### config.mk
export PLATFORM = sky130hd
export DESIGN_NAME = substring_search_first_last
export DESIGN_NICKNAME = d
export VERILOG_FILES = /design/src/ssfl_pkg.sv /design/src/ssfl_needle.sv /design/src/ssfl_track.sv /design/src/substring_search_first_last.sv
export SDC_FILE = /design/constraint.sdc
export NUM_CORES = 1
export LEC_CHECK = 0
export ABC_AREA = 1
export BUFFER_PORTS_ARGS = -buffer_cell sky130_fd_sc_hd__buf_2
export CORE_ASPECT_RATIO = 1.5
export CORE_MARGIN = 1.5
export CORE_UTILIZATION = 63
export CTS_CLUSTER_SIZE = 10
export DETAILED_ROUTE_END_ITERATION = 16
export GPL_TIMING_DRIVEN = 0
export PLACE_DENSITY = 0.81
export SETUP_SLACK_MARGIN = 0.15
export SYNTH_ARGS = -nofsm -noshare
export SYNTH_HDL_FRONTEND = slang
export SYNTH_SLANG_ARGS = --single-unit
### constraint.sdc
create_clock -name clk -period 3.19 [get_ports clk]
set_input_delay 0.1595 -clock clk [delete_from_list [all_inputs] [get_ports clk]]
set_output_delay 0.1595 -clock clk [all_outputs]
set_load 0.03 [all_outputs]
### src/ssfl_pkg.sv
// shared types and constants for the streaming substring search
// used by ssfl_needle, ssfl_track and substring_search_first_last
`default_nettype none

package ssfl_pkg;

  // width of the reported match position
  localparam int POS_W = 16;

  // word opcodes
  localparam logic [1:0] OP_CLEAR  = 2'd0;
  localparam logic [1:0] OP_APPEND = 2'd1;
  localparam logic [1:0] OP_HAY    = 2'd2;
  localparam logic [1:0] OP_END    = 2'd3;

  // result status codes
  localparam logic [1:0] ST_OK         = 2'd0;
  localparam logic [1:0] ST_NEEDLE_BIG = 2'd1;
  localparam logic [1:0] ST_HAY_BIG    = 2'd2;

  // needle side status handed to the match tracker
  typedef struct packed {
    logic             hit;       // current haystack byte completes a full match
    logic             empty;     // needle has no bytes
    logic             too_long;  // an append was dropped
    logic [POS_W-1:0] back;      // needle length minus one, low bits
  } ndl_stat_t;

endpackage

`default_nettype wire

### src/ssfl_needle.sv
// needle store, needle length and the partial-match shift vector
// depends on ssfl_pkg
`default_nettype none

module ssfl_needle #(
  parameter int MAX_NEEDLE = 16
) (
  input  wire logic              clk,
  input  wire logic              rst_n,
  input  wire logic              adv,       // stage word is consumed this cycle
  input  wire logic [1:0]        op,
  input  wire logic [7:0]        data_byte,
  input  wire logic              hay_full,  // haystack byte would be dropped
  output ssfl_pkg::ndl_stat_t    stat
);
  import ssfl_pkg::*;

  localparam int LEN_W = $clog2(MAX_NEEDLE + 1);

  logic [7:0]            store_r [MAX_NEEDLE];
  logic [LEN_W-1:0]      len_r;
  logic                  tl_r;
  logic [MAX_NEEDLE-1:0] pm_r;
  logic [MAX_NEEDLE-1:0] pm_nxt;
  logic [MAX_NEEDLE-1:0] eq;
  logic [MAX_NEEDLE-1:0] top;
  logic                  room;

  assign room = (len_r < LEN_W'(MAX_NEEDLE));

  // per-entry compare, masked to the loaded length, plus full-length marker
  always_comb begin
    for (int i = 0; i < MAX_NEEDLE; i++) begin
      eq[i]  = (store_r[i] == data_byte) && (LEN_W'(i) < len_r);
      top[i] = (len_r == LEN_W'(i + 1));
    end
  end

  assign pm_nxt = ((pm_r << 1) | MAX_NEEDLE'(1)) & eq;

  // status toward the tracker
  always_comb begin
    stat.hit      = |(pm_nxt & top);
    stat.empty    = (len_r == '0);
    stat.too_long = tl_r;
    stat.back     = POS_W'(len_r) - POS_W'(1);
  end

  // needle bytes, written at the current length
  always_ff @(posedge clk) begin
    if (adv && op == OP_APPEND && room) begin
      for (int i = 0; i < MAX_NEEDLE; i++) begin
        if (len_r == LEN_W'(i)) begin
          store_r[i] <= data_byte;
        end
      end
    end
  end

  // length, overflow flag and partial-match vector
  always_ff @(posedge clk) begin
    if (!rst_n) begin
      len_r <= '0;
      tl_r  <= 1'b0;
      pm_r  <= '0;
    end else if (adv) begin
      unique case (op)
        OP_CLEAR: begin
          len_r <= '0;
          tl_r  <= 1'b0;
          pm_r  <= '0;
        end
        OP_APPEND: begin
          if (room) begin
            len_r <= len_r + LEN_W'(1);
          end else begin
            tl_r <= 1'b1;
          end
          pm_r <= '0;
        end
        OP_HAY: begin
          if (!hay_full) begin
            pm_r <= pm_nxt;
          end
        end
        default: begin
          pm_r <= '0;
        end
      endcase
    end
  end

endmodule

`default_nettype wire

### src/ssfl_track.sv
// haystack count, match record and the registered result word
// depends on ssfl_pkg
`default_nettype none

module ssfl_track #(
  parameter int MAX_HAYSTACK = 65535
) (
  input  wire logic                      clk,
  input  wire logic                      rst_n,
  input  wire logic                      adv,
  input  wire logic [1:0]                op,
  input  wire logic                      mode,
  input  wire ssfl_pkg::ndl_stat_t       stat,
  output logic                           hay_full,
  output logic                           out_valid,
  input  wire logic                      out_stall,
  output logic                           out_found,
  output logic [ssfl_pkg::POS_W-1:0]     out_position,
  output logic [1:0]                     out_status
);
  import ssfl_pkg::*;

  localparam int CNT_W = $clog2(MAX_HAYSTACK + 1);

  logic [CNT_W-1:0] cnt_r;
  logic             htl_r;
  logic             seen_r;
  logic [POS_W-1:0] mpos_r;
  logic [POS_W-1:0] cnt_lo;
  logic [POS_W-1:0] start;
  logic             vld_r;
  logic             found_r;
  logic [POS_W-1:0] pos_r;
  logic [1:0]       status_r;
  logic             found_nxt;
  logic [POS_W-1:0] pos_nxt;
  logic [1:0]       status_nxt;

  assign hay_full = (cnt_r >= CNT_W'(MAX_HAYSTACK));
  assign cnt_lo   = POS_W'(cnt_r);
  assign start    = cnt_lo - stat.back;

  // haystack count and match record
  always_ff @(posedge clk) begin
    if (!rst_n) begin
      cnt_r  <= '0;
      htl_r  <= 1'b0;
      seen_r <= 1'b0;
      mpos_r <= '0;
    end else if (adv) begin
      if (op == OP_HAY) begin
        if (hay_full) begin
          htl_r <= 1'b1;
        end else begin
          cnt_r <= cnt_r + CNT_W'(1);
          if (stat.hit && (mode || !seen_r)) begin
            mpos_r <= start;
            seen_r <= 1'b1;
          end
        end
      end else begin
        cnt_r  <= '0;
        htl_r  <= 1'b0;
        seen_r <= 1'b0;
        mpos_r <= '0;
      end
    end
  end

  // result for an end word
  always_comb begin
    found_nxt  = 1'b0;
    pos_nxt    = '0;
    status_nxt = ST_OK;
    priority if (stat.too_long) begin
      status_nxt = ST_NEEDLE_BIG;
    end else if (htl_r) begin
      status_nxt = ST_HAY_BIG;
    end else if (stat.empty) begin
      found_nxt = 1'b1;
      pos_nxt   = mode ? cnt_lo : '0;
    end else if (seen_r) begin
      found_nxt = 1'b1;
      pos_nxt   = mpos_r;
    end else begin
      found_nxt = 1'b0;
    end
  end

  // result register
  always_ff @(posedge clk) begin
    if (!rst_n) begin
      vld_r <= 1'b0;
    end else if (adv && op == OP_END) begin
      vld_r <= 1'b1;
    end else if (!out_stall) begin
      vld_r <= 1'b0;
    end
  end

  always_ff @(posedge clk) begin
    if (adv && op == OP_END) begin
      found_r  <= found_nxt;
      pos_r    <= pos_nxt;
      status_r <= status_nxt;
    end
  end

  assign out_valid    = vld_r;
  assign out_found    = found_r;
  assign out_position = pos_r;
  assign out_status   = status_r;

endmodule

`default_nettype wire

### src/substring_search_first_last.sv
// top level of the streaming substring search: input register and hookup
// depends on ssfl_pkg, ssfl_needle and ssfl_track
`default_nettype none

// Streaming substring search. Load a needle with clear and append words, then
// stream haystack bytes and close with an end word; the end word returns one
// result word holding the first or last match start (search_mode 0 or 1), or
// a status for a needle or haystack that overflowed. One word is taken per
// cycle unless the input is held; each word waits in the input register, where
// all needle bytes are compared against it in parallel, and the end word's
// result is registered in the result register as that word moves on. Only an
// end word waiting behind an unread result holds up the input. search_mode is
// to be written only while the block is idle; the block does not enforce this.
module substring_search_first_last #(
  parameter int MAX_NEEDLE   = 16,
  parameter int MAX_HAYSTACK = 65535
) (
  input  wire logic                      clk,
  input  wire logic                      rst_n,
  input  wire logic                      cfg_wr_en,
  input  wire logic                      cfg_wr_data,
  input  wire logic                      in_valid,
  output logic                           in_stall,
  input  wire logic [1:0]                in_op,
  input  wire logic [7:0]                in_data_byte,
  output logic                           out_valid,
  input  wire logic                      out_stall,
  output logic                           out_found,
  output logic [ssfl_pkg::POS_W-1:0]     out_position,
  output logic [1:0]                     out_status
);
  import ssfl_pkg::*;

  logic        mode_r;
  logic        stg_vld_r;
  logic [1:0]  stg_op_r;
  logic [7:0]  stg_byte_r;
  logic        adv;
  logic        hay_full;
  ndl_stat_t   stat;

  // search mode register
  always_ff @(posedge clk) begin
    if (!rst_n) begin
      mode_r <= 1'b0;
    end else if (cfg_wr_en) begin
      mode_r <= cfg_wr_data;
    end
  end

  // stage word moves on unless it is an end word facing a held result
  assign adv      = stg_vld_r && !(stg_op_r == OP_END && out_valid && out_stall);
  assign in_stall = stg_vld_r && !adv;

  // input register
  always_ff @(posedge clk) begin
    if (!rst_n) begin
      stg_vld_r <= 1'b0;
    end else if (!in_stall) begin
      stg_vld_r <= in_valid;
    end
  end

  always_ff @(posedge clk) begin
    if (!in_stall) begin
      stg_op_r   <= in_op;
      stg_byte_r <= in_data_byte;
    end
  end

  ssfl_needle #(
    .MAX_NEEDLE (MAX_NEEDLE)
  ) u_needle (
    .clk       (clk),
    .rst_n     (rst_n),
    .adv       (adv),
    .op        (stg_op_r),
    .data_byte (stg_byte_r),
    .hay_full  (hay_full),
    .stat      (stat)
  );

  ssfl_track #(
    .MAX_HAYSTACK (MAX_HAYSTACK)
  ) u_track (
    .clk          (clk),
    .rst_n        (rst_n),
    .adv          (adv),
    .op           (stg_op_r),
    .mode         (mode_r),
    .stat         (stat),
    .hay_full     (hay_full),
    .out_valid    (out_valid),
    .out_stall    (out_stall),
    .out_found    (out_found),
    .out_position (out_position),
    .out_status   (out_status)
  );

  // a found result always carries ok status
  a_found_ok: assert property (@(posedge clk) disable iff (!rst_n)
    out_valid && out_found |-> out_status == ST_OK)
    else $error("found result with error status");

  // a miss reports position zero
  a_miss_zero: assert property (@(posedge clk) disable iff (!rst_n)
    out_valid && !out_found |-> out_position == '0)
    else $error("miss with nonzero position");

  // input holds only behind a stalled result
  a_stall_cause: assert property (@(posedge clk) disable iff (!rst_n)
    in_stall |-> out_valid && out_stall && stg_op_r == OP_END)
    else $error("input held without a stalled result");

  // a consumed end word shows a result next cycle
  a_end_result: assert property (@(posedge clk) disable iff (!rst_n)
    adv && stg_op_r == OP_END |=> out_valid)
    else $error("end word gave no result");

endmodule

`default_nettype wire

==> qor.csv, run 1 <==
stage,metric,value,unit
outcome,status,finished clean,
global_route,first-pass GRT wire length,47800,um
placement,Post-Place Cells,1506,
placement,placed cell area,11500,sq um
logic_synthesis,synth warn,0,
cells_and_area,layout filler cell count,1293,
placement,GP Congestion,1.02,
sta,Hold Slack,0.199,ns
critical_path,Worst R2R End,u_track.mpos_r[11],
clocking,CTS tree,done,
cells_and_area,Ant. Diodes,0,
worst_hold_path,Worst Hold Depth,6,
logic_synthesis,Yosys cell types,52,
die,die height,165,um
logic_synthesis,"top cells by area, synth","edfxtp_1, nand2_1, dfxtp_1, nor2_1, inv_1",
route,1st-pass router iterations,7,
logic_synthesis,"EDFF count, synth",157,
route,DRC violations left,0,
sta,worst-margin pin slew,1.34,ns
logic_synthesis,Netlist Area Pre-Place,11100,sq um
global_route,largest net degree at the start of global routing,22,
critical_path,Critical Path Start Type,register,
route,vias after detailed routing,9340,
global_route,initial antenna violation count,1,
critical_path,CP peak stage delay,0.41,ns
cells_and_area,post-route cell area,12600,sq um
run,Max-Cap Viols,0,
logic_synthesis,leading area contributor after synthesis,edfxtp_1,
power,sequential share of power,50.3,%
critical_path,r2r setup slk,0.24,ns
logic_synthesis,"flops & latches, synth",215,
power,Lkg Pwr,5.15,nW
cells_and_area,Final Instance Count excl. Fillers,1588,
logic_synthesis,sequential area share after synthesis,53.1,%
die,starting density of the core,64.1,%
power,Net Sw Frac,23.4,%
critical_path,Worst R2R Start,u_needle.len_r[3],
placement,pre-CTS setup slack,-0.173,ns
power,cell-internal power,4.61,mW
die,Die Area,18400,sq um
clocking,clk slew on worst S/H paths,0.06,ns
power,Clock Power Share,42.7,%
logic_synthesis,Mean Syn Cell Area,8.81,sq um
power,Pwr Total,6.01,mW
power,NetSw,1.41,mW
die,std cell rows,59,
route,uppermost layer routed,met4,
power,PwrDens,476,nW/um^2
route,final wirelength,32400,um
cells_and_area,Multi-input gate area,4410,sq um
clocking,Worst-Skew Late Latency,0.55,ns
logic_synthesis,cell with the most instances after synthesis,nand2_1,
clocking,CTS buffer count,25,
logic_synthesis,Synth top cells by count,"nand2_1, edfxtp_1, nor2_1",
critical_path,"critical path, cell by cell","buf_6, nor2_4, nand2_2, nor2_4, inv_1, ha_1, a21oi_1, inv_1, a31oi_1, o31ai_2, nand3_1, nand2_1, or2_2, nand4_1, a21oi_2",
cells_and_area,Layout Area Growth over Synthesis,14.3,%
critical_path,crit end category,register,
die,I/O pin cnt,37,
sta,clock skew,0.0418,ns
sta,final critical-path required period,2.95,ns
logic_synthesis,Async SR Flop Fraction,0,%
critical_path,worst-path maximum fanout,10,
logic_synthesis,"Net Count, Synth",1294,
worst_hold_path,Hold Path End,u_needle.tl_r,
global_route,gr usage total,34.5,%
global_route,vias in the first global route,9123,
power,Logic pwr share,7.0,%
critical_path,required time of the critical path,3.60,ns
route,WL met1,10300,um
cells_and_area,nets,1396,
sta,RSZ-0062 raised after global routing,true,
route,vias per cell,5.88,
sta,final worst-path cycle share,92.4,%
sta,Final Worst Setup Slack,0.242,ns
sta,Hold Fails Final Rpt,0,
sta,max-slew violations,0,
die,CORE AREA,17300,sq um
die,Die X,111,um
clocking,Clock Sinks,215,
clocking,H-tree depth,1,
critical_path,Critical Path AT,3.36,ns
sta,final setup vio count,0,
clocking,clock buffer depth,3,
route,met3 wire length,2630,um
route,Avg WL per Cell,20.4,um
sta,maximum clock frequency,0.339,GHz
cells_and_area,Final Util,73.2,%
critical_path,Worst path slowest cell,ha_1,
logic_synthesis,Synth Flop Type,edfxtp_1,
sta,worst relative slew slack,10.1,%
critical_path,FF-to-FF path depth,15,
route,Iter 0 DRT Violations,1083,
placement,Port Buffers,36,
power,Max VDD drop,0.000688,V
clocking,root buf cell,clkbuf_16,
logic_synthesis,Synth top area share,42.6,%
worst_hold_path,HP Class,input pin to register,
critical_path,crit path kind,register to register,
route,Post-DRT Antenna Nets,0,
worst_hold_path,Hold Startpoint,out_stall,
route,WL met2,16700,um
cells_and_area,layout cells sized above 1,14.0,%
global_route,grt total ovfl,0,
cells_and_area,FF+latch area,5880,sq um
sta,TNS Setup,0,ns
logic_synthesis,Gate Count Post-Synth,1256,
placement,Post-DP HPWL,21500,um
==> kinds of logic (layout without fill, tap and decap cells) <==
family                     count (synthesis)  in the layout  share of synthesized area (%)
adders and majority gates                 22             22                           2.56
AOI/OAI and AO/OA                        138            138                           7.39
xor gates and xnor gates                  54             54                           4.27
DFF                                      215            215                           53.1
and+or+nand+nor                          642            642                           25.1
buffers and inverters                    185            304                           7.59
==> flip-flops by register name (all words and copies together), names as in the netlist <==
signal / cells
u_needle.store_r: 128
stg_op_r: 2
mode_r: 1
stg_byte_r: 8
u_track.htl_r: 1
u_track.mpos_r: 16
u_track.out_status: 2
u_needle.tl_r: 1
stg_vld_r: 1
u_track.cnt_lo: 16
u_needle.pm_r: 15
u_track.out_position: 16
u_track.out_valid: 1
u_needle.len_r: 5
u_track.seen_r: 1
u_track.out_found: 1
==> area by class of cell <==
| type | count | area share (%) |
|---|---|---|
| well taps | 213 | 2.11 |
| multi-input cells | 856 | 34.9 |
| plain buffers | 45 | 2.47 |
| repair buffers | 75 | 4.29 |
| clock inverters | 2 | 0.129 |
| flip-flops and latches | 215 | 46.5 |
| inverters | 140 | 4.19 |
| clock buffers | 42 | 5.45 |
==> power groups by stage <==
stage | sequential [mW] | combinational (mW) | clock, mW
floorplan | 3.10 | 0.221 | 0
global placement | 3.11 | 0.326 | 0
CTS | 3.04 | 0.376 | 2.53
finish | 3.03 | 0.422 | 2.57
detailed placement | 3.11 | 0.333 | 0
global route | 3.03 | 0.450 | 2.66
==> worst max-delay path by stage <==
stage                                  from                      end
after floorplan           u_needle.len_r[0]       u_track.mpos_r[11]
after global placement    u_needle.len_r[0]   u_needle.store_r[0][7]
after detailed placement  u_needle.len_r[0]   u_needle.store_r[0][4]
after CTS                       stg_op_r[0]  u_needle.store_r[1][39]
after global routing      u_needle.len_r[3]       u_track.mpos_r[11]
final                     u_needle.len_r[3]       u_track.mpos_r[11]
==> metal layers <==
| layer | GRT usage [%] | vias to the layer above |
|---|---|---|
| met3 | 5.18 | 166 |
| met5 | 0 | - |
| met1 | 34.7 | 4300 |
| met4 | 26.0 | 0 |
| met2 | 64.1 | 535 |
| li1 | - | 4339 |
==> critical path: cells and delay by family (launching register included) <==
| kind | cells | cell delay [ns] |
|---|---|---|
| adder cells (fa/ha/maj) | 1 | 0.41 |
| AO/OA/AOI/OAI | 4 | 0.60 |
| AND/OR/NAND/NOR | 7 | 1.09 |
| flip-flops | 1 | 0.31 |
| buffers and inverters | 3 | 0.40 |
==> cells in the final DEF (no fill, tap or decap), types with 21 or more instances in the layout <==
cell       count
nor2_1       134
dfxtp_1       57
nand3_1       85
edfxtp_1     157
clkbuf_16     25
nand2_1      333
o21ai_0       24
a21oi_1       59
ha_1          21
clkbuf_1      27
inv_1        131
buf_2         46
buf_4         35
xnor2_1       34
==> timing repair <==
item / in CTS / in global routing
pin swaps: 0 / 1
buffers inserted: 5 / 18
resized for setup: 5 / 12
hold buffers: 15 / 0
cloned: 0 / 0
endpoints found under the setup margin: 37 / 38
endpoints found under the hold margin: 14 / 0
Note: power is estimated with default switching activity, not from simulation.
==> inputs of run 2 (changes only) <==
- MAX_ROUTING_LAYER: not set -> met4
==> qor.csv, run 2 (synthesis results as in run 1) <==
stage,metric,value,unit
outcome,status,finished clean,
route,vias after detailed routing,9192,
route,Post-DRT Antenna Nets,0,
die,std cell rows,59,
placement,placed cell area,11500,sq um
global_route,vias in the first global route,8695,
route,final wirelength,32100,um
route,Avg WL per Cell,20.2,um
placement,Port Buffers,36,
die,starting density of the core,64.1,%
critical_path,Critical Path AT,3.29,ns
route,1st-pass router iterations,7,
die,Die Area,18400,sq um
sta,final worst-path cycle share,98.6,%
worst_hold_path,HP Class,input pin to register,
global_route,first-pass GRT wire length,47700,um
critical_path,r2r setup slk,0.04,ns
route,DRC violations left,0,
global_route,GRT met1 Usage,36.0,%
global_route,routing usage on met3,4.16,%
cells_and_area,Ant. Diodes,0,
critical_path,worst-path maximum fanout,10,
clocking,clk slew on worst S/H paths,0.06,ns
power,Net Sw Frac,23.2,%
cells_and_area,Multi-input gate area,4390,sq um
power,cell-internal power,4.60,mW
sta,RSZ-0062 raised after global routing,true,
critical_path,Setup crit end,u_needle.store_r[1][16],
cells_and_area,layout cells sized above 1,13.9,%
power,Max VDD drop,0.000799,V
placement,Post-Place Cells,1506,
placement,Post-DP HPWL,22000,um
cells_and_area,"most common cell after layout, fill and taps aside",nand2_1,
cells_and_area,max reg flops,128,
run,Max-Cap Viols,0,
global_route,initial antenna violation count,1,
power,NetSw,1.39,mW
cells_and_area,most frequent cells in the layout,"nand2_1, edfxtp_1, nor2_1",
cells_and_area,Final Instance Count excl. Fillers,1588,
cells_and_area,nets,1396,
sta,maximum clock frequency,0.318,GHz
clocking,Clock Sinks,215,
die,CORE AREA,17300,sq um
die,Die X,111,um
clocking,CTS tree,done,
global_route,gr usage total,35.6,%
clocking,H-tree depth,1,
critical_path,required time of the critical path,3.33,ns
critical_path,Worst R2R End,u_needle.store_r[1][16],
clocking,clock buffer depth,3,
die,I/O pin cnt,37,
route,Iter 0 DRT Violations,897,
sta,final setup vio count,0,
cells_and_area,Final Util,72.9,%
clocking,root buf cell,clkbuf_16,
sta,clock skew,0.0277,ns
critical_path,Critical Path Start Type,register,
route,vias per cell,5.79,
sta,final critical-path required period,3.15,ns
critical_path,FF-to-FF path depth,8,
die,die height,165,um
power,Clock Power Share,42.7,%
global_route,M2 GR Usage,64.6,%
global_route,grt total ovfl,0,
critical_path,Worst R2R Start,stg_op_r[1],
sta,Hold Fails Final Rpt,0,
sta,worst relative slew slack,12.9,%
power,Logic pwr share,6.9,%
sta,TNS Setup,0,ns
cells_and_area,FF+latch area,5880,sq um
power,PwrDens,475,nW/um^2
power,Pwr Total,5.99,mW
placement,pre-CTS setup slack,-0.226,ns
cells_and_area,layout filler cell count,1278,
cells_and_area,register with the most flip-flops,u_needle.store_r,
sta,max-slew violations,0,
global_route,GR peak layer,met2,
cells_and_area,Layout Area Growth over Synthesis,13.8,%
critical_path,crit end category,register,
clocking,Worst-Skew Late Latency,0.53,ns
global_route,largest net degree at the start of global routing,20,
sta,Hold Slack,0.159,ns
sta,worst-margin pin slew,1.30,ns
power,Lkg Pwr,5.12,nW
critical_path,crit path kind,register to register,
power,sequential share of power,50.5,%
placement,GP Congestion,1.03,
sta,Final Worst Setup Slack,0.0435,ns
critical_path,crit path from,stg_op_r[1],
clocking,CTS buffer count,25,
cells_and_area,post-route cell area,12600,sq um
==> run 2: cell types whose count changed in the layout (fill, tap and decap cells not counted), moves of 2 or more <==
| cell | before | now |
|---|---|---|
| nor3_1 | 16 | 20 |
| nor3_2 | 6 | 2 |
| buf_12 | 3 | 1 |
| nor2_2 | 6 | 8 |
==> run 2: repair_timing <==
action	CTS	global route
endpoints found under the hold margin	14	0
setup buffers	9	13
resized for setup	4	9
hold buffers	15	0
cloned	0	1
setup endpoints to repair	45	61
pin swaps	0	2
==> run 2: cell type report <==
class | count | area share (%)
Buffer | 45 | 2.45
Clock buffer | 42 | 5.47
Clock inverter | 2 | 0.109
Inverter | 140 | 4.24
Multi-Input combinational cell | 856 | 34.8
Sequential cell | 215 | 46.7
Tap cell | 213 | 2.12
Timing Repair Buffer | 74 | 4.05
Timing Repair inverter | 1 | 0.0596
==> run 2: critical path: stages, from the launching register on <==
cell	delay, ns
edfxtp_1	0.45
nand2_1	0.09
nor2_1	0.05
nor2_1	0.23
inv_1	0.13
nor2_1	0.23
inv_1	0.21
clkbuf_1	0.30
nor3_1	1.05
==> run 2: per-layer routing <==
layer | routed length [um] | vias up
met2 | 16600 | 435
met5 | 0 | -
met3 | 2160 | 140
li1 | - | 4353
met1 | 11000 | 4264
met4 | 2430 | 0
==> run 2: power groups by stage <==
stage	Clock, mW	Combinational (mW)	Sequential (mW)
after floorplan	0	0.221	3.10
after global placement	0	0.324	3.11
after detailed placement	0	0.332	3.11
after CTS	2.53	0.385	3.03
after global routing	2.65	0.439	3.02
final	2.56	0.412	3.02
==> run 2: worst min-delay path by stage <==
| stage | startpoint | to | slack [ns] | cells after the start |
|---|---|---|---|---|
| 3_3_place_gp | in_data_byte[6] | stg_byte_r[6] | 0.34 | 1 |
| 2_1_floorplan | cfg_wr_en | mode_r | 0.25 | 1 |
| 4_1_cts | out_stall | u_needle.tl_r | 0.16 | 6 |
| 5_1_grt | out_stall | u_needle.tl_r | 0.26 | 6 |
| 3_5_place_dp | in_data_byte[7] | stg_byte_r[7] | 0.34 | 1 |
| 6_report | out_stall | u_needle.tl_r | 0.16 | 6 |
==> inputs of run 3 (changes only) <==
--- a/config.mk
+++ b/config.mk
@@ -9,5 +9,4 @@
 export BUFFER_PORTS_ARGS = -buffer_cell sky130_fd_sc_hd__buf_2
 export CORE_ASPECT_RATIO = 1.5
-export CORE_MARGIN = 1.5
 export CORE_UTILIZATION = 63
 export CTS_CLUSTER_SIZE = 10
@@ -17,4 +16,5 @@
 export PLACE_DENSITY = 0.81
 export SETUP_SLACK_MARGIN = 0.15
+export SLEW_MARGIN = 5
 export SYNTH_ARGS = -nofsm -noshare
 export SYNTH_HDL_FRONTEND = slang
==> constraint.sdc (replaced) <==
create_clock -name clk -period 3.19 [get_ports clk]
set_input_delay 0.319 -clock clk [delete_from_list [all_inputs] [get_ports clk]]
set_output_delay 0.319 -clock clk [all_outputs]
set_load 0.03 [all_outputs]
==> qor.csv, run 3 (synthesis results as in run 1) <==
stage,metric,value,unit
placement,Post-Place Cells,1507,
critical_path,Critical Path AT,3.26,ns
run,Max-Cap Viols,0,
global_route,gr usage total,37.2,%
sta,worst relative slew slack,17.6,%
worst_hold_path,Worst Hold Depth,3,
route,Avg WL per Cell,20.4,um
clocking,H-tree depth,1,
die,Die Area,18100,sq um
sta,Hold Fails Final Rpt,0,
cells_and_area,nets,1394,
route,final wirelength,32300,um
sta,final worst-path cycle share,98.2,%
cells_and_area,post-route cell area,12600,sq um
clocking,clock buffer depth,3,
die,die height,164,um
sta,final critical-path required period,3.13,ns
die,std cell rows,59,
critical_path,Critical Path Start Type,register,
critical_path,Worst R2R Start,stg_op_r[1],
route,DRC violations left,0,
global_route,first-pass GRT wire length,47400,um
clocking,Clock Sinks,215,
placement,Port Buffers,36,
critical_path,FF-to-FF path depth,8,
worst_hold_path,HP Class,input pin to register,
critical_path,crit path kind,register to register,
power,Lkg Pwr,5.11,nW
sta,maximum clock frequency,0.319,GHz
clocking,CTS tree,done,
critical_path,r2r setup slk,0.06,ns
clocking,clk slew on worst S/H paths,0.06,ns
power,PwrDens,474,nW/um^2
route,Post-DRT Antenna Nets,0,
placement,Post-DP HPWL,22000,um
clocking,root buf cell,clkbuf_16,
critical_path,CP peak stage delay,1.01,ns
die,I/O pin cnt,37,
sta,clock skew,0.0116,ns
critical_path,Worst path slowest cell,nor3_1,
sta,max-slew violations,0,
cells_and_area,Final Util,73.0,%
sta,RSZ-0062 raised after global routing,true,
outcome,status,finished clean,
sta,worst-margin pin slew,1.23,ns
die,starting density of the core,64.1,%
critical_path,crit end category,register,
clocking,CTS buffer count,25,
critical_path,required time of the critical path,3.32,ns
cells_and_area,Final Instance Count excl. Fillers,1586,
route,Iter 0 DRT Violations,789,
route,1st-pass router iterations,5,
cells_and_area,most frequent cells in the layout,"nand2_1, edfxtp_1, nor2_1",
cells_and_area,Ant. Diodes,0,
worst_hold_path,Hold Startpoint,in_valid,
critical_path,CP most frequent cell,nor2_1,
power,Max VDD drop,0.000615,V
power,Pwr Total,5.98,mW
sta,final setup vio count,0,
cells_and_area,layout cells sized above 1,14.3,%
global_route,vias in the first global route,8960,
clocking,Worst-Skew Late Latency,0.52,ns
global_route,grt total ovfl,0,
cells_and_area,Layout Area Growth over Synthesis,14.0,%
critical_path,"critical path, cell by cell","nand2_1, nor2_1, nor2_1, inv_1, nor2_1, inv_1, clkbuf_1, nor3_1",
cells_and_area,register with the most flip-flops,u_needle.store_r,
global_route,initial antenna violation count,0,
placement,GP Congestion,0.975,
critical_path,Worst R2R End,u_needle.store_r[1][21],
critical_path,worst-path maximum fanout,10,
cells_and_area,"most common cell after layout, fill and taps aside",nand2_1,
placement,placed cell area,11500,sq um
die,Die X,110,um
route,vias per cell,5.83,
die,CORE AREA,17300,sq um
worst_hold_path,Hold Path End,stg_vld_r,
cells_and_area,max reg flops,128,
global_route,largest net degree at the start of global routing,22,
route,vias after detailed routing,9254,
[run 3: critical path: cells and delay by family, from the launching register on]
family	cells	cell delay [ns]
AND/OR/NAND/NOR	5	1.61
buffers and inverters	3	0.68
flip-flops	1	0.45
[run 3: what timing repair did]
item,4_1_cts,5_1_grt
hold endpoints to repair,11,0
endpoints found under the setup margin,29,46
gates resized for setup,5,12
setup buffers,4,20
hold buffers,11,0
pin swaps,0,2
[run 3: area by class of cell]
| cell class | instances | area [sq um] |
|---|---|---|
| sequential | 215 | 5880 |
| fill | 1278 | 4660 |
| multi-input combinational | 856 | 4430 |
| clock buffer | 43 | 693 |
| inverter | 140 | 538 |
| timing repair buffer | 73 | 493 |
| buffer | 45 | 309 |
| tap | 213 | 267 |
| clock inverter | 1 | 5.00 |
[run 3: per-stage QoR]
step	hold slack [ns]	setup WS, ns	TNS, ns
floorplan	0.412	0.706	0
global placement	0.450	-0.201	-1.67
detailed placement	0.453	-0.229	-1.95
CTS	0.00260	0.130	0
global route	0.0502	-0.0799	-1.56
finish	0.00881	0.0562	0
[run 3: layer usage]
| metal | GRT usage, % | routed length, um | share of wire [%] | up-vias |
|---|---|---|---|---|
| met4 | 27.5 | 2930 | 9.1 | 0 |
| met2 | 65.2 | 16500 | 51 | 467 |
| met5 | - | 0 | 0 | - |
| li1 | - | - | - | 4340 |
| met1 | 36.7 | 10600 | 33 | 4272 |
| met3 | 5.40 | 2260 | 7.0 | 175 |
[run 3: how the worst max path moves through the flow]
| stage | start | to | slack (ns) | cells after the start |
|---|---|---|---|---|
| final | stg_op_r[1] | u_needle.store_r[1][21] | 0.06 | 8 |
| after global routing | stg_op_r[1] | u_needle.store_r[1][21] | -0.08 | 8 |
| after CTS | u_needle.len_r[0] | u_needle.store_r[0][2] | 0.13 | 8 |
| after detailed placement | u_needle.len_r[0] | u_needle.store_r[0][2] | -0.23 | 8 |
| after global placement | u_needle.len_r[0] | u_needle.store_r[0][2] | -0.20 | 8 |
| after floorplan | u_needle.len_r[0] | u_track.mpos_r[11] | 0.71 | 13 |
[run 3: power breakdown]
part / switching [mW] / internal (mW) / leakage, nW / total (mW)
clock: 1.09 / 1.46 / 0.333 / 2.54
sequential: 0.0188 / 3.01 / 1.90 / 3.03
combinational: 0.274 / 0.131 / 2.88 / 0.406
